File: src/design/tpiw_pkg.sv
// Shared types and constants for the trilinear probe index and weight block.
package tpiw_pkg;

  localparam int ADDR_W       = 5;
  localparam int DATA_W       = 32;
  localparam int FIFO_DEPTH   = 4;
  localparam int PTR_W        = 2;
  localparam int CNT_W        = 3;
  localparam int ENTRY_BASE_W = 207;

  typedef enum logic [2:0] {
    REG_GRID_VALID    = 3'd0,
    REG_ORIGIN_X      = 3'd1,
    REG_ORIGIN_Y      = 3'd2,
    REG_ORIGIN_Z      = 3'd3,
    REG_INV_SPACING_X = 3'd4,
    REG_INV_SPACING_Y = 3'd5,
    REG_INV_SPACING_Z = 3'd6,
    REG_GRID_DIMS     = 3'd7
  } reg_idx_e;

  typedef struct packed {
    logic signed [23:0] pos_x;
    logic signed [23:0] pos_y;
    logic signed [23:0] pos_z;
  } in_item_t;

  typedef struct packed {
    logic        ok;
    logic [2:0]  corner;
    logic [29:0] probe_index;
    logic [24:0] weight;
    logic        last;
  } out_item_t;

  typedef struct packed {
    logic               grid_valid;
    logic signed [23:0] origin_x;
    logic signed [23:0] origin_y;
    logic signed [23:0] origin_z;
    logic [23:0]        inv_spacing_x;
    logic [23:0]        inv_spacing_y;
    logic [23:0]        inv_spacing_z;
    logic [29:0]        grid_dims;
  } cfg_t;

endpackage

File: src/design/tpiw_queue.sv
// Small register queue between front and back ends.
module tpiw_queue #(
  parameter int WIDTH = 227
) (
  input  logic             clk,
  input  logic             rst_n,
  input  logic             push,
  input  logic [WIDTH-1:0] push_data,
  input  logic             pop,
  output logic [WIDTH-1:0] head,
  output logic             empty
);
  import tpiw_pkg::*;

  logic [WIDTH-1:0] mem_r [FIFO_DEPTH];
  logic [PTR_W-1:0] wr_ptr_r, rd_ptr_r;
  logic [CNT_W-1:0] cnt_r;

  assign empty = (cnt_r == '0);
  assign head  = mem_r[rd_ptr_r];

  always_ff @(posedge clk) begin
    if (push) begin
      mem_r[wr_ptr_r] <= push_data;
    end
  end

  always_ff @(posedge clk) begin
    if (!rst_n) begin
      wr_ptr_r <= '0;
      rd_ptr_r <= '0;
      cnt_r    <= '0;
    end else begin
      if (push) begin
        wr_ptr_r <= wr_ptr_r + 1'b1;
      end
      if (pop) begin
        rd_ptr_r <= rd_ptr_r + 1'b1;
      end
      if (push && !pop) begin
        cnt_r <= cnt_r + 1'b1;
      end else if (!push && pop) begin
        cnt_r <= cnt_r - 1'b1;
      end
    end
  end

  a_no_overflow: assert property (@(posedge clk) disable iff (!rst_n)
    push |-> (cnt_r != CNT_W'(FIFO_DEPTH)) || pop)
    else $error("queue: push while full");

  a_no_underflow: assert property (@(posedge clk) disable iff (!rst_n)
    pop |-> !empty)
    else $error("queue: pop while empty");

endmodule

File: config.mk
export PLATFORM = sky130hd
export DESIGN_NAME = tpiw_queue
export DESIGN_NICKNAME = d
export VERILOG_FILES = /design/src/design/tpiw_pkg.sv /design/src/design/tpiw_queue.sv
export SDC_FILE = /design/constraint.sdc
export NUM_CORES = 1
export LEC_CHECK = 0
export BUFFER_PORTS_ARGS = -buffer_cell sky130_fd_sc_hd__buf_2
export CAP_MARGIN = 20
export CELL_PAD_IN_SITES_DETAIL_PLACEMENT = 1
export CELL_PAD_IN_SITES_GLOBAL_PLACEMENT = 1
export CORE_MARGIN = 5
export CORE_UTILIZATION = 50
export CTS_BUF_LIST = sky130_fd_sc_hd__clkbuf_4 sky130_fd_sc_hd__clkbuf_8
export DETAILED_ROUTE_END_ITERATION = 10
export PLACE_DENSITY_LB_ADDON = 0.1
export SETUP_SLACK_MARGIN = 0.5
export SLEW_MARGIN = 20
export SYNTH_ARGS = -nofsm -noshare
export SYNTH_HDL_FRONTEND = slang
export SYNTH_SLANG_ARGS = --single-unit
File: constraint.sdc
create_clock -name clk -period 16.6 [get_ports clk]
set_input_delay 2.49 -clock clk [delete_from_list [all_inputs] [get_ports clk]]
set_output_delay 2.49 -clock clk [all_outputs]
set_load 0.03 [all_outputs]
Word-level counts from Yosys, hierarchy flattened
Memories as Yosys holds them, arrays and structs flattened. A register that Yosys moved wholly into a read port is not among the register bits.
Index checks and enable logic that the tools add are counted.
{ "classes": {"n_shift": 0, "reduce_logical": 6, "mux": 6, "order_cmp": 0, "add_sub_neg": 4, "bitwise": 0, "eq_ne": 0, "n_div": 0, "multipliers": 0} }
{ "op_table": {"columns": ["op", "count"], "rows": [
  ["$mux 3", 2],
  ["$add 2x1->2 const B", 2],
  ["$mux 2", 2],
  ["$add 3x1->3 const B", 1],
  ["$logic_not 3->1", 1],
  ["$sub 3x1->3 const B", 1],
  ["$logic_and 1x1->1", 2],
  ["$logic_not 1->1", 2],
  ["$mux 1", 2],
  ["$reduce_bool 2->1", 1]
]} }
{ "totals": {"latch_bits": 0, "out_inout_bits": 228, "register_bits": 7, "ram_bits": 908, "wordCells": 20, "memories": 1, "rom_bits": 0, "in_bits": 231} }
{ "memory_table": {"columns": ["name", "depth", "word_bits", "read_ports", "rd_clocked_by_memory_dff", "write_ports", "line", "rtl"], "rows": [
  ["mem_r", 4, 227, 1, 1, 1, "tpiw_queue.sv:15", "logic [WIDTH-1:0] mem_r [FIFO_DEPTH];"]
]} }

Longest topological paths before layout
{ "depth": {"depth_word": 4, "depth_mapped": 7} }

Worst setup path after synthesis
Ideal clock, no wire load.
{ "synth_timing": {"kind": "input to register", "startpoint": "input port push", "endpoint": "memory mem_r[0][0] (enable)", "t_required_ns": 15.985, "path_buffers": 0, "slack_ns": 8.356, "arrival_ns": 7.629, "cell_stages": 1, "cell_sequence": "and2_1"} }
{ "synth_via": {"elab_chain_cells": 2} }
{ "synth_rtl": {"columns": ["element", "line", "rtl"], "rows": [
  ["from (decl)", "tpiw_queue.sv:7", "input logic push,"],
  ["$mux 1", "tpiw_queue.sv:23", "if (push) begin"],
  ["$mux 1 (not written as such)", "tpiw_queue.sv:24", "mem_r[wr_ptr_r] <= push_data;"],
  ["to (decl)", "tpiw_queue.sv:15", null]
]} }
Every way passes these cells.

==> impl_metrics.tcl <==
set metrics [dict create \
    outcome "complete, no violations" \
    core_um2 65700 \
    finalNonFillerCells 2804 \
    wire_per_inst_um 26.0 \
    cts_buffers 148 \
    gp_congestion 0.749 \
    fin_ws_ns 9.91 \
    synth_nets 1464 \
    crit_required_ns 14.11 \
    clk_pin_slew_ns 0.06 \
    crit_chain "buf_12, buf_16, buf_4, buf_4, mux4_2, buf_2" \
    ctsRootBufferMaster "clkbuf_8" \
    synth.avg_cell_area_um2 27.0 \
    htree_levels 4 \
    worst_path_max_delay_cell "buf_4" \
    antenna_found_initial 29 \
    synth_seq_cells 917 \
    wirelength_um 72800 \
    drive_gt1_share_pct 48.8 \
    ant_nets 0 \
    seq_area_frac_synth_pct 82.9 \
    cts_resized 0 \
    fin_skew_ns 0.0226 \
    path_max_fanout 63 \
    drc 0 \
    syn_inst 1227 \
    switching_share_pct 24.8 \
    drv_cap 0 \
    relSlewSlack_pct 30.5 \
    setup_tns_ns 0 \
    grt_max_degree 115 \
    grt_util_all_layers_pct 20.4 \
    stdcell_area_um2 39300 \
    cts_tree "done" \
    end_kind "output pin" \
    grt_pass1_vias 16700 \
    clkLatencyLatePin_ns 0.75 \
    gr-total-overflow 0 \
    fin_nets 2043 \
    powerDensity_nw_per_um2 131 \
    synth_top_area_share_pct 82.4 \
    clock-sinks 917 \
    min_period_over_period_pct 40.3 \
    pwr-share-seq_pct 52.2 \
    pin_count 459 \
    cp_slowest_stage_delay_ns 0.77 \
    synth_area_leaders "edfxtp_1 (82%), mux4_2 (15%), dfxtp_1 (0.54%)" \
    die_h_um 267 \
    firstDrtPassIters 5 \
    dp_slack_ns 10.47 \
    timing_hold_violations_final 0 \
    rsz0062_at_grt "no" \
    crit_top_cell "buf_4" \
    grt_pass1_wl_um 107000 \
    worst_pin_slew_ns 1.04 \
    p_int_mw 3.88 \
    place_inst 2519 \
    p_leak_nw 13.2 \
    cp_top_family "buffers and inverters" \
    min_path_type "flop to flop" \
    worstSetupStartpointType "flop" \
    setup_viol 0 \
    vias_per_cell 5.41 \
    clock.fmax_mhz 149 \
    peakVddDrop_mv 0.0789 \
    synth_area_um2 33100 \
    fill_cells 5604 \
    whs_ns 0.507 \
    dpl-instance-area_um2 36400 \
    post_cts_buffers 0 \
    dr.first_iter.drc_count 1000 \
    die_w_um 267 \
    dpl.hpwl_um 45500 \
    area_delta_synth_final_pct 18.7 \
    worstSetupPathType "flop to output pin" \
    path_buf_inv 5 \
    die_area_um2 71500 \
    std_cell_rows 94 \
    p_sw_mw 1.28 \
    share_comb_of_total_power_pct 12.0 \
    initial_utilization_pct 50.4 \
    ctsHoldBuffers 0 \
    pwr-share-clk_pct 35.8 \
    clock_path_buffers 3 \
    vias 15200 \
    ys.warnings.count 0 \
    slew_viol_final 0 \
    crit_arrival_ns 4.20 \
    fin_crit_ns 6.69 \
    netlist-cell-type-count 21 \
    yosysTopAreaCell "edfxtp_1" \
    port-buffer-count 458 \
]
## placed cells by master (no fill, tap or decap)
cell	synthesis	layout
bufinv_16	0	2
clkbuf_4	0	45
clkinv_2	0	15
inv_1	4	4
clkbuf_8	0	156
ha_1	5	5
dfxtp_4	0	2
mux4_2	227	227
inv_6	0	3
diode_2	0	18
dfxtp_1	9	7
buf_2	26	458
buf_16	0	1
or3_1	1	1
inv_8	0	2
a21boi_0	1	1
xnor2_1	2	2
and2_1	9	5
buf_4	10	19
xor2_1	3	3
o21ai_0	1	1
nand2_1	1	1
nor3_1	1	1
mux2i_1	2	2
nor2b_1	2	2
clkinv_1	0	40
edfxtp_1	908	908
and2_4	0	4
clkinvlp_4	0	3
fa_1	1	1
buf_12	0	1
## worst register-to-register path, cell delays in order (launching register included)
cell     delay, ns
dfxtp_1       0.40
ha_1          0.18
and2_4        0.63
buf_4         0.87
buf_4         0.92
## cells in the mapped netlist
master and count:
a21boi_0 1, ha_1 5, or3_1 1, clkbuf_1 1
dfxtp_1 9, xnor2_1 2, nor3_1 1, o21ai_0 1
buf_6 4, nand2_1 1, xor2_1 3, inv_1 4
fa_1 1, buf_2 26, nor2b_1 2, edfxtp_1 908
and2_1 9, buf_1 9, mux4_2 227, buf_4 10
mux2i_1 2
## cell families (layout without fill, tap and decap cells)
kind of cell / count (synthesis) / count (layout) / share of synthesized area (%)
DFF: 917 / 917 / 82.9
muxes: 229 / 229 / 15.5
buffers and inverters: 54 / 749 / 0.915
and+or+nand+nor: 14 / 14 / 0.253
adders and majority gates: 6 / 6 / 0.249
xor gates and xnor gates: 5 / 5 / 0.132
AOI/OAI and AO/OA: 2 / 2 / 0.0378
other: 0 / 18 / 0
## area by class of cell
type | instances | area, um^2 | area share [%]
Sequential cell | 917 | 27500 | 69.9
Multi-Input combinational cell | 256 | 5370 | 13.7
Clock buffer | 201 | 2480 | 6.33
Timing Repair Buffer | 479 | 2480 | 6.32
Tap cell | 864 | 1080 | 2.75
Clock inverter | 65 | 357 | 0.908
Antenna cell | 18 | 45.0 | 0.115
Inverter | 4 | 15.0 | 0.0382
## per-stage QoR
stage,power (mW),utilization (%)
after floorplan,3.17,-
after global placement,3.36,55.3
after detailed placement,3.37,55.3
after CTS,5.24,59.6
after global routing,5.39,59.7
final,5.16,59.8
## power groups by stage
stage / combinational [mW] / clock, mW / sequential (mW)
finish: 0.620 / 1.85 / 2.69
global route: 0.658 / 2.03 / 2.70
CTS: 0.636 / 1.91 / 2.69
detailed placement: 0.634 / 0 / 2.74
global placement: 0.628 / 0 / 2.73
floorplan: 0.418 / 0 / 2.75
## state kept, by name, indices dropped and copies added (netlist names), named ones only
signal and cells:
mem_r 908, cnt_r 3, rd_ptr_r 2, wr_ptr_r 2
## worst paths after layout
path | startpoint | depth (start not counted) | slack, ns | to
worst max-delay path | flop | 6 | 9.91 | head[171]
worst min-delay path | cnt_r[2] | 2 | 0.51 | cnt_r[2]
worst max register to register | wr_ptr_r[0] | 4 | 13.12 | mem_r[3][178]
worst min register to register | cnt_r[2] | 2 | 0.51 | cnt_r[2]
## metal layers
metal  up-vias  routed length [um]  global-route usage, %
li1       6560                   -                      -
met1      7990               27300                   24.8
met2       450               37900                   33.8
met3       133                5840                   7.78
met4        24                1650                   7.02
met5         -                 167                      0
(Power assumes the default switching activity.)
