===== src/design/tpiw_pkg.sv =====
// Shared types and constants for the trilinear probe index and weight block.
package tpiw_pkg;

  localparam int ADDR_W       = 5;
  localparam int DATA_W       = 32;
  localparam int FIFO_DEPTH   = 4;
  localparam int PTR_W        = 2;
  localparam int CNT_W        = 3;
  localparam int ENTRY_BASE_W = 207;

  typedef enum logic [2:0] {
    REG_GRID_VALID    = 3'd0,
    REG_ORIGIN_X      = 3'd1,
    REG_ORIGIN_Y      = 3'd2,
    REG_ORIGIN_Z      = 3'd3,
    REG_INV_SPACING_X = 3'd4,
    REG_INV_SPACING_Y = 3'd5,
    REG_INV_SPACING_Z = 3'd6,
    REG_GRID_DIMS     = 3'd7
  } reg_idx_e;

  typedef struct packed {
    logic signed [23:0] pos_x;
    logic signed [23:0] pos_y;
    logic signed [23:0] pos_z;
  } in_item_t;

  typedef struct packed {
    logic        ok;
    logic [2:0]  corner;
    logic [29:0] probe_index;
    logic [24:0] weight;
    logic        last;
  } out_item_t;

  typedef struct packed {
    logic               grid_valid;
    logic signed [23:0] origin_x;
    logic signed [23:0] origin_y;
    logic signed [23:0] origin_z;
    logic [23:0]        inv_spacing_x;
    logic [23:0]        inv_spacing_y;
    logic [23:0]        inv_spacing_z;
    logic [29:0]        grid_dims;
  } cfg_t;

endpackage


===== src/design/tpiw_regs.sv =====
// Configuration register file with APB-style access.
module tpiw_regs (
  input  logic                       clk,
  input  logic                       rst_n,
  input  logic                       psel,
  input  logic                       penable,
  input  logic                       pwrite,
  input  logic [tpiw_pkg::ADDR_W-1:0] paddr,
  input  logic [tpiw_pkg::DATA_W-1:0] pwdata,
  output logic [tpiw_pkg::DATA_W-1:0] prdata,
  output logic                       pready,
  output tpiw_pkg::cfg_t             cfg
);
  import tpiw_pkg::*;

  cfg_t     cfg_r;
  logic     wr_en;
  reg_idx_e idx;

  assign pready = 1'b1;
  assign wr_en  = psel & penable & pwrite & pready;
  assign idx    = reg_idx_e'(paddr[4:2]);
  assign cfg    = cfg_r;

  always_ff @(posedge clk) begin
    if (!rst_n) begin
      cfg_r.grid_valid    <= 1'b0;
      cfg_r.origin_x      <= '0;
      cfg_r.origin_y      <= '0;
      cfg_r.origin_z      <= '0;
      cfg_r.inv_spacing_x <= 24'd65536;
      cfg_r.inv_spacing_y <= 24'd65536;
      cfg_r.inv_spacing_z <= 24'd65536;
      cfg_r.grid_dims     <= '0;
    end else if (wr_en) begin
      unique case (idx)
        REG_GRID_VALID:    cfg_r.grid_valid    <= pwdata[0];
        REG_ORIGIN_X:      cfg_r.origin_x      <= pwdata[23:0];
        REG_ORIGIN_Y:      cfg_r.origin_y      <= pwdata[23:0];
        REG_ORIGIN_Z:      cfg_r.origin_z      <= pwdata[23:0];
        REG_INV_SPACING_X: cfg_r.inv_spacing_x <= pwdata[23:0];
        REG_INV_SPACING_Y: cfg_r.inv_spacing_y <= pwdata[23:0];
        REG_INV_SPACING_Z: cfg_r.inv_spacing_z <= pwdata[23:0];
        REG_GRID_DIMS:     cfg_r.grid_dims     <= pwdata[29:0];
        default:           cfg_r.grid_dims     <= cfg_r.grid_dims;
      endcase
    end
  end

  always_comb begin
    unique case (idx)
      REG_GRID_VALID:    prdata = {31'd0, cfg_r.grid_valid};
      REG_ORIGIN_X:      prdata = {8'd0, cfg_r.origin_x};
      REG_ORIGIN_Y:      prdata = {8'd0, cfg_r.origin_y};
      REG_ORIGIN_Z:      prdata = {8'd0, cfg_r.origin_z};
      REG_INV_SPACING_X: prdata = {8'd0, cfg_r.inv_spacing_x};
      REG_INV_SPACING_Y: prdata = {8'd0, cfg_r.inv_spacing_y};
      REG_INV_SPACING_Z: prdata = {8'd0, cfg_r.inv_spacing_z};
      REG_GRID_DIMS:     prdata = {2'd0, cfg_r.grid_dims};
      default:           prdata = '0;
    endcase
  end

endmodule


===== config.mk =====
export PLATFORM = sky130hd
export DESIGN_NAME = tpiw_regs
export DESIGN_NICKNAME = d
export VERILOG_FILES = /design/src/design/tpiw_pkg.sv /design/src/design/tpiw_regs.sv
export SDC_FILE = /design/constraint.sdc
export NUM_CORES = 1
export LEC_CHECK = 0
export ABC_CLOCK_PERIOD_IN_PS = 6250
export BUFFER_PORTS_ARGS = -buffer_cell sky130_fd_sc_hd__buf_2
export CORE_AREA = 10 10 137 139
export DETAILED_ROUTE_END_ITERATION = 12
export DIE_AREA = 0 0 147 149
export MAX_ROUTING_LAYER = met4
export PLACE_DENSITY = 0.81
export SETUP_SLACK_MARGIN = 0.1
export SYNTH_ARGS = -nofsm -noshare
export SYNTH_HDL_FRONTEND = slang
export SYNTH_SLANG_ARGS = --single-unit

===== constraint.sdc =====
create_clock -name clk -period 6.25 [get_ports clk]
set_clock_uncertainty 0.2 [all_clocks]
set_input_delay 1.5625 -clock clk [delete_from_list [all_inputs] [get_ports clk]]
set_output_delay 1.5625 -clock clk [all_outputs]
set_load 0.1 [all_outputs]

### Yosys cells after proc, flatten, opt, wreduce, memory -nomap -nowiden

Index checks and enable logic that the tools add are counted.

* memory bits (read-only): 0
* memories kept: 0
* input port bits: 42
* bits in writable memories: 0
* bits in registers: 175
* output and inout port bits: 208
* latch bits: 0

* reductions and logical operators: 9
* div/mod/pow operators: 0
* $lt $le $gt $ge: 0
* add/subtract/negate cells: 0
* shifts and indexed selects: 0
* equal/unequal tests: 7
* multiplexer cells: 1
* multiply operators: 0
* bitwise operators: 2

Operator list (number)
* one-hot mux 32 bit (8 select lines): 1
* AND reduction 2 bit: 8
* equality test 3 bit (second input constant): 4
* equality test 3 x 2 -> 1 bit (second input constant): 2
* equality test 3 x 1 -> 1 bit (second input constant): 1
* zero test 3 bit: 1
* bitwise AND 1 bit: 2

### Depth between registers and ports, before layout

* word-level depth: 3
* mapped depth: 7
* mapped depth without buffers: 4

### Worst setup path after synthesis

Ideal clock, no wire load.

* kind: input to output
* start point: input paddr[2] in the netlist's numbering
* end point: output prdata[10] in the netlist's numbering
* data arrival time: 3981 ps
* cell stages on the path: 6
* slack: 507 ps
* required time: 4487 ps
* path through: buf_2 nor2b_1 buf_2 buf_2 a22oi_1 o221ai_1

* word-level cells in the longest chain between the ends: 2
* elaborated cells on any way between the ends: 9
* classes of those cells: 7 x eq/ne; 1 x mux; 1 x reduce/logical

Ends and longest elaborated chain
* start, declared: line tpiw_regs.sv:8 `input logic [tpiw_pkg::ADDR_W-1:0] paddr,`
* equality test 3 bit, or another cell as far along: line tpiw_regs.sv:51 `unique case (idx)`
* one-hot mux 32 bit (8 select lines) (*): line tpiw_regs.sv:51
* end, declared: line tpiw_regs.sv:10 `output logic [tpiw_pkg::DATA_W-1:0] prdata,`

Every way passes the cells marked *; elsewhere a longest branch is shown, timed or not. The select of a mux whose other input is x is not followed.

### Worst setup path in the final report

* start point: input paddr[2] in the netlist's numbering
* end point: output prdata[1] in the netlist's numbering

Same word-level chain as after synthesis.

==> flow_metrics.env <==
export IMPL_layout_drive_gt1_share_pct=28.9
export IMPL_synth_warning_count=0
export IMPL_route_detailed_vias_per_inst=5.64
export IMPL_maximum_number_of_pins_on_one_net_before_global_route_repair=112
export IMPL_port_buffers=242
export IMPL_ys_top_cells_by_count="sky130_fd_sc_hd__nand2_1, sky130_fd_sc_hd__dfxtp_1, sky130_fd_sc_hd__a21boi_0"
export IMPL_globalRouteOverflowTotal=0
export IMPL_avgSynthCellArea_um2=8.33
export IMPL_gr_usage_all_layers_pct=26.6
export IMPL_fin_nets=1192
export IMPL_synth_cell_types=35
export IMPL_cts_hold_buffers_added=0
export IMPL_floorplan_initialDensity_pct=48.7
export IMPL_ios=250
export IMPL_cts_sinks=175
export IMPL_buffer_count_from_post_cts_setup_fixing=0
export IMPL_min_period_over_period_pct=85.3
export IMPL_number_of_design_rule_violations_left_by_the_first_detailed_router_iteration=499
export IMPL_worst_r2r_setup_slack_ns=5.32
export IMPL_detailroute_via_count=7803
export IMPL_period_needed_ns=5.33
export IMPL_post_dp_hpwl_um=19100
export IMPL_vdd_ir_drop_worst_v=0.000185
export IMPL_endpoint_of_the_lowest_slack_register_to_register_path="cfg[7]"
export IMPL_hp_class="reg -> reg"
export IMPL_crit_buf_inv=3
export IMPL_globalplace_congestion=0.851
export IMPL_synth_flop_cell="sky130_fd_sc_hd__dfxtp_1"
export IMPL_grt_met2_usage_pct=42.4
export IMPL_avgRoutedWirePerCell_um=21.2
export IMPL_crit_chain="buf_2 > nand2_1 > nor2_2 > buf_4 > a22oi_1 > o221ai_1 > buf_12"
export IMPL_drc=0
export IMPL_finalHoldViolCount=0
export IMPL_use_met1_pct=30.6
export IMPL_cts_htree_levels=4
export IMPL_crit_path_start_kind="input pin"
export IMPL_hold_path_startpoint="cfg[164]"
export IMPL_ys_top_cells_by_area="sky130_fd_sc_hd__dfxtp_1, sky130_fd_sc_hd__nand2_1, sky130_fd_sc_hd__a21boi_0, sky130_fd_sc_hd__a21boi_1, sky130_fd_sc_hd__a22oi_1"
export IMPL_synth_top_area_cell="sky130_fd_sc_hd__dfxtp_1"
export IMPL_outcome="finished, final reports clean"
export IMPL_finalWirelength_um=29400
export IMPL_critical_path_cell_count=7
export IMPL_n_antenna_cell=0
export IMPL_critical_path_peak_fanout=21
export IMPL_grt_pass1_wl_um=44400
export IMPL_setup_viol=0
export IMPL_floorplan_die_area_mm2=0.0219
export IMPL_slew_headroom_pct=20.2
export IMPL_tightestPinTransition_ns=1.19
export IMPL_cts_max_path_bufs=2
export IMPL_worstSkewPairLatency_ns=0.42
export IMPL_reg2reg_start="cfg[7]"
export IMPL_die_width_um=147
export IMPL_synth_async_reset_ratio_pct=0
export IMPL_timing_critical_path_slowest_cell_delay_ns=0.45
export IMPL_vias_in_the_first_global_route=7718
export IMPL_crit_required_ns=4.49
export IMPL_timing_worst_setup_path_type="in -> out"
export IMPL_dp_cells=1351
export IMPL_cap_viol_max_count=0
export IMPL_synth_sequential_area_ratio_pct=44.5
export IMPL_cpMaxStageDelayCell="sky130_fd_sc_hd__nor2_2"
export IMPL_largest_register_ffs=175
export IMPL_fin_tns_setup_ns=0
export IMPL_antenna_found_initial=0
export IMPL_synthesis_instances=946
export IMPL_synth_area_mm2=0.00788
export IMPL_cts_tree="built"
export IMPL_critPathArrivalTime_ns=3.57
export IMPL_power_density_mw_per_mm2=247
export IMPL_final_max_slew_viol_count=0
export IMPL_post_cts_resize_count=0
export IMPL_synthMostInstantiatedCell="sky130_fd_sc_hd__nand2_1"
export IMPL_critical_path_top_delay_family="buffers and inverters"
export IMPL_detail_route_first_pass_iterations=5
export IMPL_synth_seq_cells=175
export IMPL_grt_setup_unrepaired="no"
export IMPL_worst_r2r_cell_count=2
export IMPL_synth_top_area_share_pct=44.5
export IMPL_use_met3_pct=7.19
export IMPL_area_growth_synth_to_final_pct=27.1
export IMPL_max_clock_freq_mhz=188
export IMPL_die_height_um=149
export IMPL_clk_pin_slew_ns=0.07
export IMPL_clock_root_buffer="sky130_fd_sc_hd__clkbuf_16"
export IMPL_grt_busiest_layer="met2"
export IMPL_synth_enable_flop_cells=0
export IMPL_hold_path_cell_count=2
export IMPL_cts_inserted_buffers=17
export IMPL_final_cells=1383
export IMPL_core_region_area_mm2=0.0162
export IMPL_critical_path_endpoint_type="output port"
export IMPL_antenna_violating_nets_post_route=0
export IMPL_hold_path_endpoint="cfg[164]"
export IMPL_fp_row_count=47
export IMPL_leak_pwr_uw=0.00404
## routing by layer
metal,wire length [um],part of all wire (%)
met2,13900,47
met5,0,0
met4,1180,4.0
met1,11800,40
met3,2490,8.5
## cell usage in the layout (no fill, tap or decap), types with 4 or more instances in the layout
cell type and n:
sky130_fd_sc_hd__nand3_1 8, sky130_fd_sc_hd__a21boi_0 111, sky130_fd_sc_hd__a22oi_1 46, sky130_fd_sc_hd__a221oi_1 7
sky130_fd_sc_hd__buf_2 224, sky130_fd_sc_hd__o221ai_1 14, sky130_fd_sc_hd__dfxtp_1 175, sky130_fd_sc_hd__buf_12 17
sky130_fd_sc_hd__buf_4 19, sky130_fd_sc_hd__nor2_1 5, sky130_fd_sc_hd__mux2_2 21, sky130_fd_sc_hd__a21oi_1 7
sky130_fd_sc_hd__mux4_2 6, sky130_fd_sc_hd__clkbuf_16 17, sky130_fd_sc_hd__nor2_2 6, sky130_fd_sc_hd__clkinv_2 4
sky130_fd_sc_hd__and2_1 6, sky130_fd_sc_hd__nand2_1 354, sky130_fd_sc_hd__a21boi_1 61, sky130_fd_sc_hd__inv_1 7
## where the power goes
| part | internal [uW] | switching (uW) | leakage (uW) |
|---|---|---|---|
| Sequential | 1120 | 6.07 | 0.00141 |
| Combinational | 60.8 | 201 | 0.00234 |
| Clock | 611 | 467 | 0.000286 |
## cell families (layout without fill, tap and decap cells)
kind of cell | count (synthesis) | in the layout | synth area share (%)
DFF | 175 | 175 | 44.5
buffers and inverters | 83 | 299 | 5.02
AOI/OAI and AO/OA | 257 | 257 | 24.7
and+or+nand+nor | 399 | 399 | 20.6
other | 2 | 3 | 0.0953
muxes | 30 | 30 | 5.10
## cell type report
cell class,instances,area (um2)
fill,1422,6160
multi-input combinational,689,4010
sequential,175,3500
timing repair buffer,260,1600
clock buffer,19,453
tap,220,275
clock inverter,13,138
inverter,7,26.3
## worst max-delay path by stage
stage / slack [ns] / to / from
floorplan: 0.51 / prdata[10] / paddr[2]
global placement: 0.93 / prdata[1] / paddr[2]
detailed placement: 0.92 / prdata[1] / paddr[2]
CTS: 0.92 / prdata[1] / paddr[2]
global route: 0.88 / prdata[8] / paddr[3]
finish: 0.92 / prdata[1] / paddr[2]
## stage by stage
step                      setup WS, ns  power (uW)  instance area [um2]  utilization, %  hold WS [ns]
final                            0.919        2470                10000            61.9         0.264
after global placement           0.932        1410                 9420            58.3         0.248
after CTS                        0.917        2470                10000            61.9         0.266
after floorplan                  0.507        1330                 7880               -         0.689
after detailed placement         0.917        1410                 9420            58.3         0.256
after global routing             0.884        2540                10000            61.9         0.287
## worst register-to-register path, cell delays in order, from the launching register on
cell	delay, ns
sky130_fd_sc_hd__dfxtp_1	0.34
sky130_fd_sc_hd__nand2_1	0.06
sky130_fd_sc_hd__a21boi_0	0.24
No activity file was read; power rests on OpenSTA's default activity.
