<file path="src/design/tpiw_pkg.sv">
// Shared types and constants for the trilinear probe index and weight block.
package tpiw_pkg;

  localparam int ADDR_W       = 5;
  localparam int DATA_W       = 32;
  localparam int FIFO_DEPTH   = 4;
  localparam int PTR_W        = 2;
  localparam int CNT_W        = 3;
  localparam int ENTRY_BASE_W = 207;

  typedef enum logic [2:0] {
    REG_GRID_VALID    = 3'd0,
    REG_ORIGIN_X      = 3'd1,
    REG_ORIGIN_Y      = 3'd2,
    REG_ORIGIN_Z      = 3'd3,
    REG_INV_SPACING_X = 3'd4,
    REG_INV_SPACING_Y = 3'd5,
    REG_INV_SPACING_Z = 3'd6,
    REG_GRID_DIMS     = 3'd7
  } reg_idx_e;

  typedef struct packed {
    logic signed [23:0] pos_x;
    logic signed [23:0] pos_y;
    logic signed [23:0] pos_z;
  } in_item_t;

  typedef struct packed {
    logic        ok;
    logic [2:0]  corner;
    logic [29:0] probe_index;
    logic [24:0] weight;
    logic        last;
  } out_item_t;

  typedef struct packed {
    logic               grid_valid;
    logic signed [23:0] origin_x;
    logic signed [23:0] origin_y;
    logic signed [23:0] origin_z;
    logic [23:0]        inv_spacing_x;
    logic [23:0]        inv_spacing_y;
    logic [23:0]        inv_spacing_z;
    logic [29:0]        grid_dims;
  } cfg_t;

endpackage

</file>
<file path="src/design/tpiw_back.sv">
// Back end: steps through the eight corners of each valid queued item; a failed item gives one result.
module tpiw_back #(
  parameter int DIM_BITS = 10,
  parameter int ENTRY_W  = 227
) (
  input  logic                  clk,
  input  logic                  rst_n,
  input  logic [ENTRY_W-1:0]    head,
  input  logic                  empty,
  output logic                  pop,
  output logic                  out_valid,
  output tpiw_pkg::out_item_t   out_item
);
  import tpiw_pkg::*;

  typedef struct packed {
    logic                     ok;
    logic [29:0]              zt0;
    logic [29:0]              zt1;
    logic [29:0]              yt0;
    logic [29:0]              yt1;
    logic [DIM_BITS-1:0]      cx0;
    logic [DIM_BITS-1:0]      cx1;
    logic [3:0][16:0]         wxy;
    logic [8:0]               wz0;
    logic [8:0]               wz1;
  } entry_t;

  entry_t      cur_r;
  logic        active_r;
  logic [2:0]  corner_r;
  logic        done;
  logic        bx, by, bz;
  logic [29:0] zt, yt, cx;
  logic [25:0] wprod;
  out_item_t   res_nxt, out_item_r;
  logic        out_valid_r;

  assign done = active_r && (!cur_r.ok || corner_r == 3'd7);
  assign pop  = !empty && (!active_r || done);

  always_ff @(posedge clk) begin
    if (!rst_n) begin
      active_r <= 1'b0;
      corner_r <= '0;
    end else if (pop) begin
      active_r <= 1'b1;
      corner_r <= '0;
    end else if (done) begin
      active_r <= 1'b0;
    end else if (active_r) begin
      corner_r <= corner_r + 1'b1;
    end
  end

  always_ff @(posedge clk) begin
    if (pop) begin
      cur_r <= head;
    end
  end

  assign bx = corner_r[0];
  assign by = corner_r[1];
  assign bz = corner_r[2];
  assign zt = bz ? cur_r.zt1 : cur_r.zt0;
  assign yt = by ? cur_r.yt1 : cur_r.yt0;
  assign cx = {{(30 - DIM_BITS){1'b0}}, (bx ? cur_r.cx1 : cur_r.cx0)};
  assign wprod = {9'd0, cur_r.wxy[{by, bx}]} * {17'd0, (bz ? cur_r.wz1 : cur_r.wz0)};

  always_comb begin
    res_nxt.ok          = cur_r.ok;
    res_nxt.last        = done;
    res_nxt.corner      = '0;
    res_nxt.probe_index = '0;
    res_nxt.weight      = '0;
    if (cur_r.ok) begin
      res_nxt.corner      = corner_r;
      res_nxt.probe_index = zt + yt + cx;
      res_nxt.weight      = wprod[24:0];
    end
  end

  always_ff @(posedge clk) begin
    if (!rst_n) begin
      out_valid_r <= 1'b0;
    end else begin
      out_valid_r <= active_r;
    end
  end

  always_ff @(posedge clk) begin
    out_item_r <= res_nxt;
  end

  assign out_valid = out_valid_r;
  assign out_item  = out_item_r;

  a_run_continues: assert property (@(posedge clk) disable iff (!rst_n)
    out_valid_r && out_item_r.ok && !out_item_r.last |=>
      out_valid_r && out_item_r.corner == $past(out_item_r.corner) + 3'd1)
    else $error("back: corner run broken");

  a_fail_single: assert property (@(posedge clk) disable iff (!rst_n)
    out_valid_r && !out_item_r.ok |-> out_item_r.last)
    else $error("back: failure result not marked last");

endmodule

</file>
<file path="config.mk">
export PLATFORM = sky130hd
export DESIGN_NAME = tpiw_back
export DESIGN_NICKNAME = d
export VERILOG_FILES = /design/src/design/tpiw_pkg.sv /design/src/design/tpiw_back.sv
export SDC_FILE = /design/constraint.sdc
export NUM_CORES = 1
export LEC_CHECK = 0
export ABC_AREA = 0
export BUFFER_PORTS_ARGS = -buffer_cell sky130_fd_sc_hd__buf_2
export CORE_ASPECT_RATIO = 1.1
export CORE_UTILIZATION = 45
export DETAILED_ROUTE_END_ITERATION = 6
export PLACE_DENSITY = 0.66
export SYNTH_ARGS = -nofsm -noshare
export SYNTH_HDL_FRONTEND = slang
export SYNTH_SLANG_ARGS = --single-unit
</file>
<file path="constraint.sdc">
create_clock -name clk -period 19.4 [get_ports clk]
set_clock_uncertainty 0.1 [all_clocks]
set_input_delay 2.91 -clock clk [delete_from_list [all_inputs] [get_ports clk]]
set_output_delay 2.91 -clock clk [all_outputs]
set_load 0.01 [all_outputs]
</file>
Word level (Yosys, flattened, before mapping):

Cells that the tools add are included.

* flip-flop bits (word level): 292
* bits in latches: 0
* bits in writable memories: 0
* ROM bits: 0
* input bits: 230
* output and inout port bits: 62
* logic and storage cells: 47
* memories: 0

* $add $sub $neg: 3
* multiply operators: 1
* divide/modulo/power cells: 0
* $lt $le $gt $ge: 1
* equal/unequal tests: 1
* shift-type cells: 0
* muxes and demuxes: 8
* bitwise logic cells: 2
* reduce and logical (&&, ||, !) cells: 10

Operators by type and width (number)
* 2-to-1 mux 30 bit: 2
* binary-select mux 17 bit (select 2 bit): 1
* adder 30 x 10 -> 30 bit: 1
* adder 30 bit: 1
* multiplier 17 x 9 -> 25 bit: 1
* 2-to-1 mux 17 bit: 1
* 2-to-1 mux 10 bit: 1
* 2-to-1 mux 9 bit: 1
* adder 3 x 1 -> 3 bit, second input constant: 1
* == test 3 bit, second input constant: 1
* zero test 1 bit: 3
* < comparator 2 x 3 -> 1 bit, second input constant: 1
* logical AND 1 bit: 2
* logical OR 1 bit: 2
* 2-to-1 mux 1 bit: 2
* NOT 1 bit: 2
* AND reduction 2 bit: 1
* nonzero test 2 bit: 1
* OR reduction 2 bit: 1

Logic depth before layout (Yosys ltp):

Gate-level depths: netlist of run 1.

* depth in word-level cells: 6
* mapped depth: 24
* mapped depth without buffers: 21

Least setup slack after synthesis of run 1:

Ideal clock, no wire load.

* kind: input to output
* start: in empty
* end: out pop
* arrival: 12360 ps
* required time: 16390 ps
* slack: 4030 ps
* cell stages on the path: 1
* path buffers: 0
* cells stage by stage: nor2_1

* cells in the longest elaborated chain, start to end: 2

RTL lines
* start, declared: line tpiw_back.sv:9 `input logic empty,`
* zero test 1 bit: line tpiw_back.sv:40 `assign pop = !empty && (!active_r || done);`
* logical AND 1 bit: line tpiw_back.sv:40
* end, declared: line tpiw_back.sv:10 `output logic pop,`

Every way passes these cells.

Worst setup path in the final report of run 1:

Same ends and word-level chain as after synthesis.

==> impl_metrics.py, run 1 <==
metrics = {
    "power_and_ir_drop": {
        "combinationalPowerShare_pct": 44.9,
        "p_switching_uw": 856,
        "fin_total_pwr_uw": 2360,
        "p_per_area_nw_per_um2": 121,
        "pwr-share-seq_pct": 32.4,
        "intPower_uw": 1500,
        "leakagePower_uw": 0.00847,
        "ir_drop_uv": 109,
        "swShare_pct": 36.3,
        "power_frac_clock_pct": 22.7,
    },
    "logic_synthesis": {
        "synth_enable_flop_cells": 227,
        "yosysTopAreaCell": "edfxtp_1",
        "synth_most_common_cell": "edfxtp_1",
        "syn_inst": 1348,
        "syn-num-nets": 1787,
        "synth_flop_cell": "edfxtp_1",
        "synthArstFlopShare_pct": 0,
        "synth_seq_cells": 292,
        "synth_area_um2": 16600,
        "yosys_warnings": 0,
        "synth_area_per_cell_um2": 12.3,
        "synth_cell_types": 64,
        "yosysTopAreaCellShare_pct": 41.0,
        "yosysSeqAreaShare_pct": 48.8,
        "synthTopCellsByArea": "edfxtp_1 41%, fa_1 14%, dfxtp_1 7.8%, ha_1 7.0%, mux2_2 5.6%",
        "synth_commonest_cells": "227 x edfxtp_1, 144 x inv_1, 116 x fa_1, 113 x nor2_1, 98 x nand2_1",
    },
    "global_routing": {
        "grt_usage_pct": 20.6,
        "overflow": 0,
        "grt_first_pass_wirelength_um": 59700,
        "grt_pass1_vias": 11500,
        "grt_antenna_before_repair": 10,
        "grt_max_degree": 79,
    },
    "timing": {
        "setup_viol": 0,
        "finalHoldViolCount": 0,
        "slew_headroom_pct": 16.2,
        "fin_crit_ns": 7.22,
        "hold_ws_ns": 0.396,
        "tns_ns": 0,
        "finalCritPeriodShare_pct": 37.2,
        "worstMarginPinSlew_ns": 1.24,
        "slew_viol_final": 0,
        "rsz0062_at_grt": "false",
        "max_freq_ghz": 0.138,
    },
    "cells_and_area": {
        "area_delta_synth_final_pct": 17.5,
        "fin_nets": 2079,
        "final_area_um2": 19600,
        "layout-drive-gt1-share_pct": 27.3,
        "nFillCells": 3160,
        "multi_input_area_um2": 7790,
        "seq_area_um2": 8120,
    },
    "worst_setup_path": {
        "path_common_cell": "buf_2",
        "r2r-end": "out_item[25]$_SDFF_PN0_",
        "slowest_delay_ns": 0.78,
        "critPathKind": "in2out",
        "worstPathRequired_ns": 16.39,
        "cp_max_fo": 76,
        "cp-end-kind": "primary output",
        "reg2reg_depth": 18,
        "cpMaxStageDelayCell": "buf_4",
        "worstPathArrival_ns": 4.21,
        "cp-start-kind": "primary input",
        "reg2reg_from": "corner_r[1]$_SDFFE_PP0P_",
        "rrSetupSlack_ns": 12.96,
        "cp_cell_sequence": "buf_2 > nor2_4 > buf_4 > buf_2",
    },
    "clocking": {
        "holdBufCountCts": 0,
        "post_cts_resized": 0,
        "clkLatencyLatePin_ns": 0.56,
        "clk_pin_slew_ns": 0.06,
        "post_cts_buffers": 0,
        "clock_sinks": 292,
        "cts_root_buf": "clkbuf_16",
        "cts_tree": "done",
        "cts_buffer_depth": 3,
        "h-tree-depth": 1,
        "cts_made_buffers": 30,
    },
    "route": {
        "final_antenna_net_count": 0,
        "vias": 11000,
        "drtIter0Drc": 626,
        "post_drt_wl_per_cell_um": 17.6,
        "drtPass1Iterations": 5,
        "drc_errors": 0,
        "vias_per_cell": 5.09,
        "totalWireLength_um": 38000,
    },
    "place": {
        "dpl.hpwl_um": 29500,
        "dpl_cell_area_um2": 18600,
        "port_buffers": 291,
        "finalWeightedCongestion": 0.909,
    },
    "worst_hold_path": {
        "hp-start": "active_r$_SDFFE_PN0P_",
        "holdPathEnd": "out_valid$_SDFF_PN0_",
        "hold_depth": 1,
        "worstHoldPathType": "reg2reg",
    },
    "floorplan": {
        "row_count": 73,
        "boundaryPins": 292,
        "die_area_um2": 37800,
        "core_um2": 36300,
        "die_h_um": 204,
        "die_w_um": 185,
        "initial_core_util_pct": 45.9,
    },
    "outcome": {
        "outcome": "finished clean",
    },
    "job": {
        "drv_cap": 0,
    },
}
[state kept, by name, summed over array words and instances (netlist names)]
register	flops
out_valid	1
out_item	60
active_r	1
corner_r	3
cur_r	227
[power by group through the flow]
stage / Clock [uW] / Sequential [uW] / Combinational [uW]
global placement: 0 / 777 / 1050
finish: 537 / 765 / 1060
detailed placement: 0 / 778 / 1070
CTS: 553 / 766 / 1080
global route: 573 / 772 / 1220
floorplan: 0 / 802 / 777
[critical path, delay by kind of cell]
kind / cells / cell delay (ns)
buf+inv: 3 / 1.20
simple gates: 1 / 0.10
[placed cells by master, fill, tap and decap left out, types with 32 or more instances in the layout]
master / n
nand2_1: 98
a21oi_1: 45
mux2_2: 83
fa_1: 116
dfxtp_1: 62
edfxtp_1: 227
inv_1: 144
ha_1: 93
nor2_1: 112
mux2i_1: 32
buf_2: 291
[layout make-up]
cell class,count,share of cell area (%)
well taps,487,3.11
multi-input cells,865,39.8
repair buffers,306,8.02
diodes,5,0.0640
clock buffers,43,4.25
inverters,145,2.78
clock inverters,13,0.441
flip-flops and latches,292,41.5
[worst max path at each step]
stage | endpoint | start | cells after the start | slack (ns)
5_1_grt | pop | empty | 4 | 12.07
4_1_cts | pop | empty | 4 | 12.13
3_5_place_dp | pop | empty | 4 | 12.14
6_report | pop | empty | 4 | 12.18
2_1_floorplan | pop | empty | 1 | 4.03
3_3_place_gp | pop | empty | 4 | 12.18
[layer usage]
layer / part of all wire [%] / wire (um) / up-vias / GRT usage [%]
met2: 52 / 19800 / 357 / 37.7
met5: 0.15 / 58 / - / 0
li1: - / - / 5244 / -
met3: 7.0 / 2680 / 76 / 4.82
met1: 38 / 14400 / 5292 / 23.4
met4: 2.9 / 1100 / 8 / 6.79
[kinds of logic after synthesis]
family | count (synthesis) | synth area share, %
compound gates | 171 | 6.63
xor+xnor | 29 | 1.53
fa+ha+maj | 209 | 20.9
buf+inv | 191 | 4.49
flops | 292 | 48.8
mux | 119 | 8.08
simple gates | 337 | 9.56
[through the flow]
| step | cells | setup WS [ns] | utilization [%] |
|---|---|---|---|
| 6_report | 2156 | 12.18 | 54.0 |
| 5_1_grt | 2156 | 12.07 | 54.0 |
| 4_1_cts | 2151 | 12.13 | 53.9 |
| 3_5_place_dp | 2095 | 12.14 | 51.4 |
| 3_3_place_gp | 2095 | 12.18 | 51.4 |
| 2_1_floorplan | 1348 | 4.03 | - |
Note: power is estimated with default switching activity, not from simulation.
==> run 2, diff against run 1 <==
ABC_AREA = 1   (was 0)
clock period = 6.7 ns   (was 19.4 ns; I/O delays follow)
==> run 2 against run 1 <==
  * Critical path depth rose by 18
  * Sequential cell count did not move
  * Sequential power rose to 2.9 times the previous value
  * Non-clock buffer count fell by 6
  * Die area rose by 5.2%
  * Power rose to 3.0 times the previous value
  * Critical path type is now reg2reg
  * Synthesized area rose by 5.2%
  * Clock-buffer cell count did not move
  * Final cell count rose by 27%
  * Routed wire length rose by 17%
  * Register-to-register slack got worse by 12 ns
  * First-iteration DRC count rose by 7.5%
==> impl_metrics.py, run 2 <==
metrics = {
    "cells_and_area": {
        "fin_nets": 2644,
        "largest-register": "cur_r",
        "area_delta_synth_final_pct": 17.2,
        "final_cell_mix": "603 x nand2_1, 323 x inv_1, 291 x buf_2, 227 x edfxtp_1, 206 x nor2_1",
        "layout-drive-gt1-share_pct": 17.6,
        "post-route-util_pct": 53.6,
        "largest_reg_flops": 227,
        "layout_commonest_cell": "nand2_1",
    },
    "worst_setup_path": {
        "cp-startpoint": "corner_r[1]$_SDFFE_PP0P_",
        "cp-end-kind": "flip-flop",
        "cp_max_fo": 46,
        "reg2reg_depth": 22,
        "cp-start-kind": "flip-flop",
        "critPathKind": "reg2reg",
        "worstPathArrival_ns": 6.06,
        "worstPathRequired_ns": 7.09,
        "reg2reg_from": "corner_r[1]$_SDFFE_PP0P_",
        "r2r-end": "out_item[21]$_SDFF_PN0_",
        "rrSetupSlack_ns": 1.03,
    },
    "timing": {
        "finalHoldViolCount": 0,
        "rsz0062_at_grt": "false",
        "finalCritPeriodShare_pct": 84.7,
        "max_freq_ghz": 0.176,
        "worstMarginPinSlew_ns": 0.967,
        "fin_crit_ns": 5.67,
        "slew_headroom_pct": 35.4,
        "tns_ns": 0,
        "setup_viol": 0,
        "slew_viol_final": 0,
    },
    "power_and_ir_drop": {
        "p_per_area_nw_per_um2": 342,
        "combinationalPowerShare_pct": 44.8,
        "power_frac_clock_pct": 23.7,
        "ir_drop_uv": 361,
        "leakagePower_uw": 0.0102,
        "intPower_uw": 4210,
        "pwr-share-seq_pct": 31.4,
        "swShare_pct": 40.0,
        "p_switching_uw": 2810,
    },
    "route": {
        "vias": 13300,
        "final_antenna_net_count": 0,
        "drc_errors": 0,
        "vias_per_cell": 4.86,
        "post_drt_wl_per_cell_um": 16.3,
        "drtIter0Drc": 673,
        "totalWireLength_um": 44600,
        "drtPass1Iterations": 5,
    },
    "global_routing": {
        "overflow": 0,
        "grt_max_degree": 149,
        "grt_pass1_vias": 13400,
        "grt_usage_pct": 22.7,
        "grt_antenna_before_repair": 9,
        "grt_first_pass_wirelength_um": 69600,
    },
    "logic_synthesis": {
        "synthArstFlopShare_pct": 0,
        "synth_cell_types": 34,
        "yosys_warnings": 0,
        "syn_inst": 1910,
        "synth_seq_cells": 292,
        "synth_area_per_cell_um2": 9.17,
        "syn-num-nets": 2349,
        "synthTopCellsByArea": "edfxtp_1 39%, fa_1 13%, nand2_1 13%, dfxtp_1 7.4%, inv_1 6.9%",
        "synth_area_um2": 17500,
        "synth_enable_flop_cells": 227,
        "synth_commonest_cells": "603 x nand2_1, 324 x inv_1, 227 x edfxtp_1, 206 x nor2_1, 116 x fa_1",
        "yosysTopAreaCell": "edfxtp_1",
        "synth_most_common_cell": "nand2_1",
        "yosysTopAreaCellShare_pct": 38.9,
        "yosysSeqAreaShare_pct": 46.4,
        "synth_flop_cell": "edfxtp_1",
    },
    "clocking": {
        "clkLatencyLatePin_ns": 0.59,
        "clk_pin_slew_ns": 0.06,
        "post_cts_resized": 0,
        "clock_sinks": 292,
        "h-tree-depth": 1,
        "cts_root_buf": "clkbuf_16",
        "cts_buffer_depth": 3,
        "post_cts_buffers": 0,
        "holdBufCountCts": 0,
        "cts_made_buffers": 31,
        "cts_tree": "done",
    },
    "floorplan": {
        "die_h_um": 209,
        "boundaryPins": 292,
        "die_area_um2": 39700,
        "row_count": 75,
        "initial_core_util_pct": 45.7,
        "core_um2": 38300,
        "die_w_um": 190,
    },
    "place": {
        "port_buffers": 291,
        "dpl.hpwl_um": 35200,
        "finalWeightedCongestion": 0.960,
    },
    "worst_hold_path": {
        "holdPathEnd": "out_valid$_SDFF_PN0_",
        "hp-start": "active_r$_SDFFE_PN0P_",
        "worstHoldPathType": "reg2reg",
        "hold_depth": 2,
    },
    "job": {
        "drv_cap": 0,
    },
    "outcome": {
        "outcome": "finished clean",
    },
}
run 2: cell count changes after synthesis, moves of 29 or more:
cell,delta
inv_1,+180
mux2i_1,-29
nand2_1,+505
mux2_2,-55
nand3_1,+57
nor2_1,+93
run 2: kinds of logic (layout without fill, tap and decap cells):
kind of cell	after synthesis	in the layout	synth area share, %
compound gates	99	99	3.06
xor+xnor	6	6	0.300
fa+ha+maj	209	209	19.9
buf+inv	365	685	8.04
flops	292	292	46.4
mux	31	31	1.97
other cells	0	8	0
simple gates	908	908	20.4
run 2: worst max path at each step:
stage                                    to  slack (ns)  cells after the start
CTS                 out_item[21]$_SDFF_PN0_        1.05                     22
global route        out_item[21]$_SDFF_PN0_        0.70                     22
detailed placement  out_item[21]$_SDFF_PN0_        1.07                     22
finish              out_item[21]$_SDFF_PN0_        1.03                     22
floorplan                cur_r[0]$_DFFE_PP_        1.53                      5
global placement    out_item[21]$_SDFF_PN0_        1.12                     22
run 2: routing by layer:
layer	GRT usage, %	wire, um	share of wire (%)
met5	0	16	0.036
met4	10.4	1860	4.2
met2	40.0	22500	51
met3	5.09	3080	6.9
met1	25.9	17100	38
run 2: per-stage QoR:
step	area (um^2)	setup slack (ns)	hold slack, ns	std cells	power, uW
detailed placement	19500	1.07	0.318	2672	5380
floorplan	17500	1.53	0.249	1910	4520
CTS	20500	1.05	0.321	2730	7070
finish	20500	1.03	0.324	2738	7020
global route	20500	0.696	0.370	2738	7620
global placement	19500	1.12	0.313	2672	5340
run 2: power groups by stage:
stage / combinational (uW) / clock (uW) / sequential, uW
2_1_floorplan: 2220 / 0 / 2290
3_3_place_gp: 3100 / 0 / 2240
3_5_place_dp: 3140 / 0 / 2240
4_1_cts: 3150 / 1710 / 2210
5_1_grt: 3620 / 1770 / 2220
6_report: 3150 / 1670 / 2200
run 2: worst max-delay path: stages, from the launching register on:
cell     delay, ns
dfxtp_2       0.32
inv_2         0.69
nand3_1       0.15
nand2_1       0.46
inv_1         0.13
nand2_1       0.12
fa_1          0.42
fa_1          0.54
inv_1         0.05
fa_1          0.52
inv_1         0.05
fa_1          0.53
inv_1         0.04
ha_1          0.34
nand2_1       0.12
inv_1         0.10
nand2_1       0.08
o21ai_0       0.37
nand2_1       0.12
nand2_1       0.13
nand2_1       0.06
nand2_1       0.05
nor2_1        0.05
run 2: layout make-up:
class / instances / area [um^2]
inverter: 327 / 1230
clock inverter: 15 / 159
clock buffer: 43 / 831
tap: 500 / 626
timing repair buffer: 300 / 1540
multi-input combinational: 1253 / 7990
antenna: 8 / 20.0
sequential: 292 / 8120
fill: 3557 / 17800
==> run 3, diff against run 2 <==
clock period = 5.9 ns   (was 6.7 ns; I/O delays follow)
==> run 3 against run 2 <==
  * Power grew 15%
  * Highest routed layer unchanged
  * Clock power grew 13%
  * Sequential cell count is the same
  * Register-to-register slack lost 0.59 ns
  * Die area is the same
  * Clock-buffer cell count shrank 4
  * Critical path depth shrank 4
  * Sequential share of layout area shrank 0.10 points
  * Largest power group unchanged
==> impl_metrics.py, run 3 (synthesized netlist as in run 2, its figures left out) <==
metrics = {
    "clocking": {
        "post_cts_resized": 0,
        "h-tree-depth": 1,
        "cts_root_buf": "clkbuf_16",
        "cts_buffer_depth": 3,
        "clock_sinks": 292,
        "cts_tree": "done",
        "holdBufCountCts": 0,
        "cts_made_buffers": 30,
        "post_cts_buffers": 0,
        "clk_pin_slew_ns": 0.06,
        "clkLatencyLatePin_ns": 0.58,
    },
    "place": {
        "dpl.cell_count": 2680,
        "dpl.hpwl_um": 35900,
        "finalWeightedCongestion": 0.954,
        "dpl_cell_area_um2": 19600,
        "port_buffers": 291,
    },
    "cells_and_area": {
        "layout_commonest_cell": "nand2_1",
        "final_area_um2": 20600,
        "seq_area_um2": 8120,
        "layout-drive-gt1-share_pct": 18.1,
        "final_cells": 2741,
        "largest-register": "cur_r",
        "largest_reg_flops": 227,
        "fin_nets": 2651,
        "nFillCells": 3536,
        "area_delta_synth_final_pct": 17.5,
        "final_cell_mix": "603 x nand2_1, 323 x inv_1, 291 x buf_2, 227 x edfxtp_1, 206 x nor2_1",
        "multi_input_area_um2": 7990,
    },
    "timing": {
        "setup_viol": 0,
        "finalCritPeriodShare_pct": 92.5,
        "slew_headroom_pct": 24.8,
        "slew_viol_final": 0,
        "max_freq_ghz": 0.183,
        "tns_ns": 0,
        "finalHoldViolCount": 0,
        "worstMarginPinSlew_ns": 1.12,
        "rsz0062_at_grt": "false",
        "fin_crit_ns": 5.46,
    },
    "worst_setup_path": {
        "cp_max_fo": 14,
        "worstPathRequired_ns": 6.32,
        "cp-start-kind": "flip-flop",
        "critPathKind": "reg2reg",
        "cp-end-kind": "flip-flop",
        "rrSetupSlack_ns": 0.44,
        "worstPathArrival_ns": 5.88,
    },
    "floorplan": {
        "row_count": 75,
        "die_h_um": 209,
        "initial_core_util_pct": 45.7,
        "die_w_um": 190,
        "core_um2": 38300,
        "boundaryPins": 292,
        "die_area_um2": 39700,
    },
    "power_and_ir_drop": {
        "combinationalPowerShare_pct": 45.4,
        "intPower_uw": 4780,
        "fin_total_pwr_uw": 8040,
        "power_frac_clock_pct": 23.5,
        "pwr-share-seq_pct": 31.2,
        "leakagePower_uw": 0.0102,
        "p_switching_uw": 3250,
        "swShare_pct": 40.5,
        "p_per_area_nw_per_um2": 391,
        "ir_drop_uv": 335,
    },
    "route": {
        "vias": 13400,
        "final_antenna_net_count": 0,
        "drc_errors": 0,
        "drtPass1Iterations": 5,
        "vias_per_cell": 4.90,
        "post_drt_wl_per_cell_um": 16.4,
        "drtIter0Drc": 759,
        "totalWireLength_um": 45000,
    },
    "outcome": {
        "outcome": "finished clean",
    },
    "global_routing": {
        "grt_first_pass_wirelength_um": 71000,
        "grt_max_degree": 126,
        "overflow": 0,
        "grt_pass1_vias": 13800,
        "grt_antenna_before_repair": 8,
        "grt_usage_pct": 23.2,
    },
    "worst_hold_path": {
        "worstHoldPathType": "reg2reg",
    },
    "job": {
        "drv_cap": 0,
    },
}
[run 3: changes by cell type in the layout (fill, tap and decap cells not counted), moves of 2 or more]
| cell | previous run | this run |
|---|---|---|
| buf_4 | 8 | 15 |
| clkbuf_1 | 11 | 5 |
| clkinv_2 | 4 | 9 |
| clkbuf_8 | 1 | 4 |
| diode_2 | 8 | 5 |
| clkinv_1 | 2 | 0 |
| o21ai_1 | 5 | 7 |
| o21ai_2 | 5 | 3 |
[run 3: worst max-delay path, stage by stage, from the launching register on]
cell and delay [ns]:
dfxtp_2 0.44, o21ai_1 0.92, nand2_1 0.18, fa_1 0.56
inv_1 0.06, fa_1 0.50, fa_1 0.55, inv_1 0.05
fa_1 0.52, inv_1 0.04, ha_1 0.39, nand2_1 0.10
nand2_1 0.09, o21bai_1 0.23, a21oi_1 0.21, nand3_1 0.18
nand2_1 0.12, nand2_1 0.05, nor2_1 0.09
[run 3: stage by stage]
step / hold WS [ns] / setup slack (ns) / util, %
after CTS: 0.338 / 0.405 / 53.7
after floorplan: 0.249 / 0.727 / -
after global placement: 0.318 / 0.534 / 51.1
after detailed placement: 0.341 / 0.421 / 51.1
after global routing: 0.348 / 0.192 / 53.7
final: 0.358 / 0.440 / 53.7
[run 3: power groups by stage]
| stage | clock [uW] | combinational [uW] | sequential (uW) |
|---|---|---|---|
| CTS | 1930 | 3670 | 2510 |
| global placement | 0 | 3610 | 2550 |
| detailed placement | 0 | 3650 | 2550 |
| global route | 2000 | 4160 | 2520 |
| finish | 1890 | 3650 | 2500 |
| floorplan | 0 | 2520 | 2610 |
[run 3: cell type report]
class,instances,area share (%)
clock inverter,17,0.785
timing repair buffer,308,7.82
inverter,327,5.99
clock buffer,39,4.01
antenna,5,0.0608
tap,500,3.04
sequential,292,39.5
multi-input combinational,1253,38.8
[run 3: final timing paths]
kind | from | cells after the start | to
setup / recovery | corner_r[2]$_SDFFE_PP0P_ | 18 | out_item[22]$_SDFF_PN0_
hold / removal | active_r$_SDFFE_PN0P_ | 2 | out_valid$_SDFF_PN0_
setup reg to reg | corner_r[2]$_SDFFE_PP0P_ | 18 | out_item[22]$_SDFF_PN0_
hold reg to reg | active_r$_SDFFE_PN0P_ | 2 | out_valid$_SDFF_PN0_
[run 3: per-layer routing]
| metal | global-route usage (%) | wire length (um) |
|---|---|---|
| met5 | 0 | 27 |
| met4 | 9.09 | 1690 |
| met3 | 3.91 | 2570 |
| met2 | 42.6 | 23300 |
| met1 | 26.4 | 17400 |
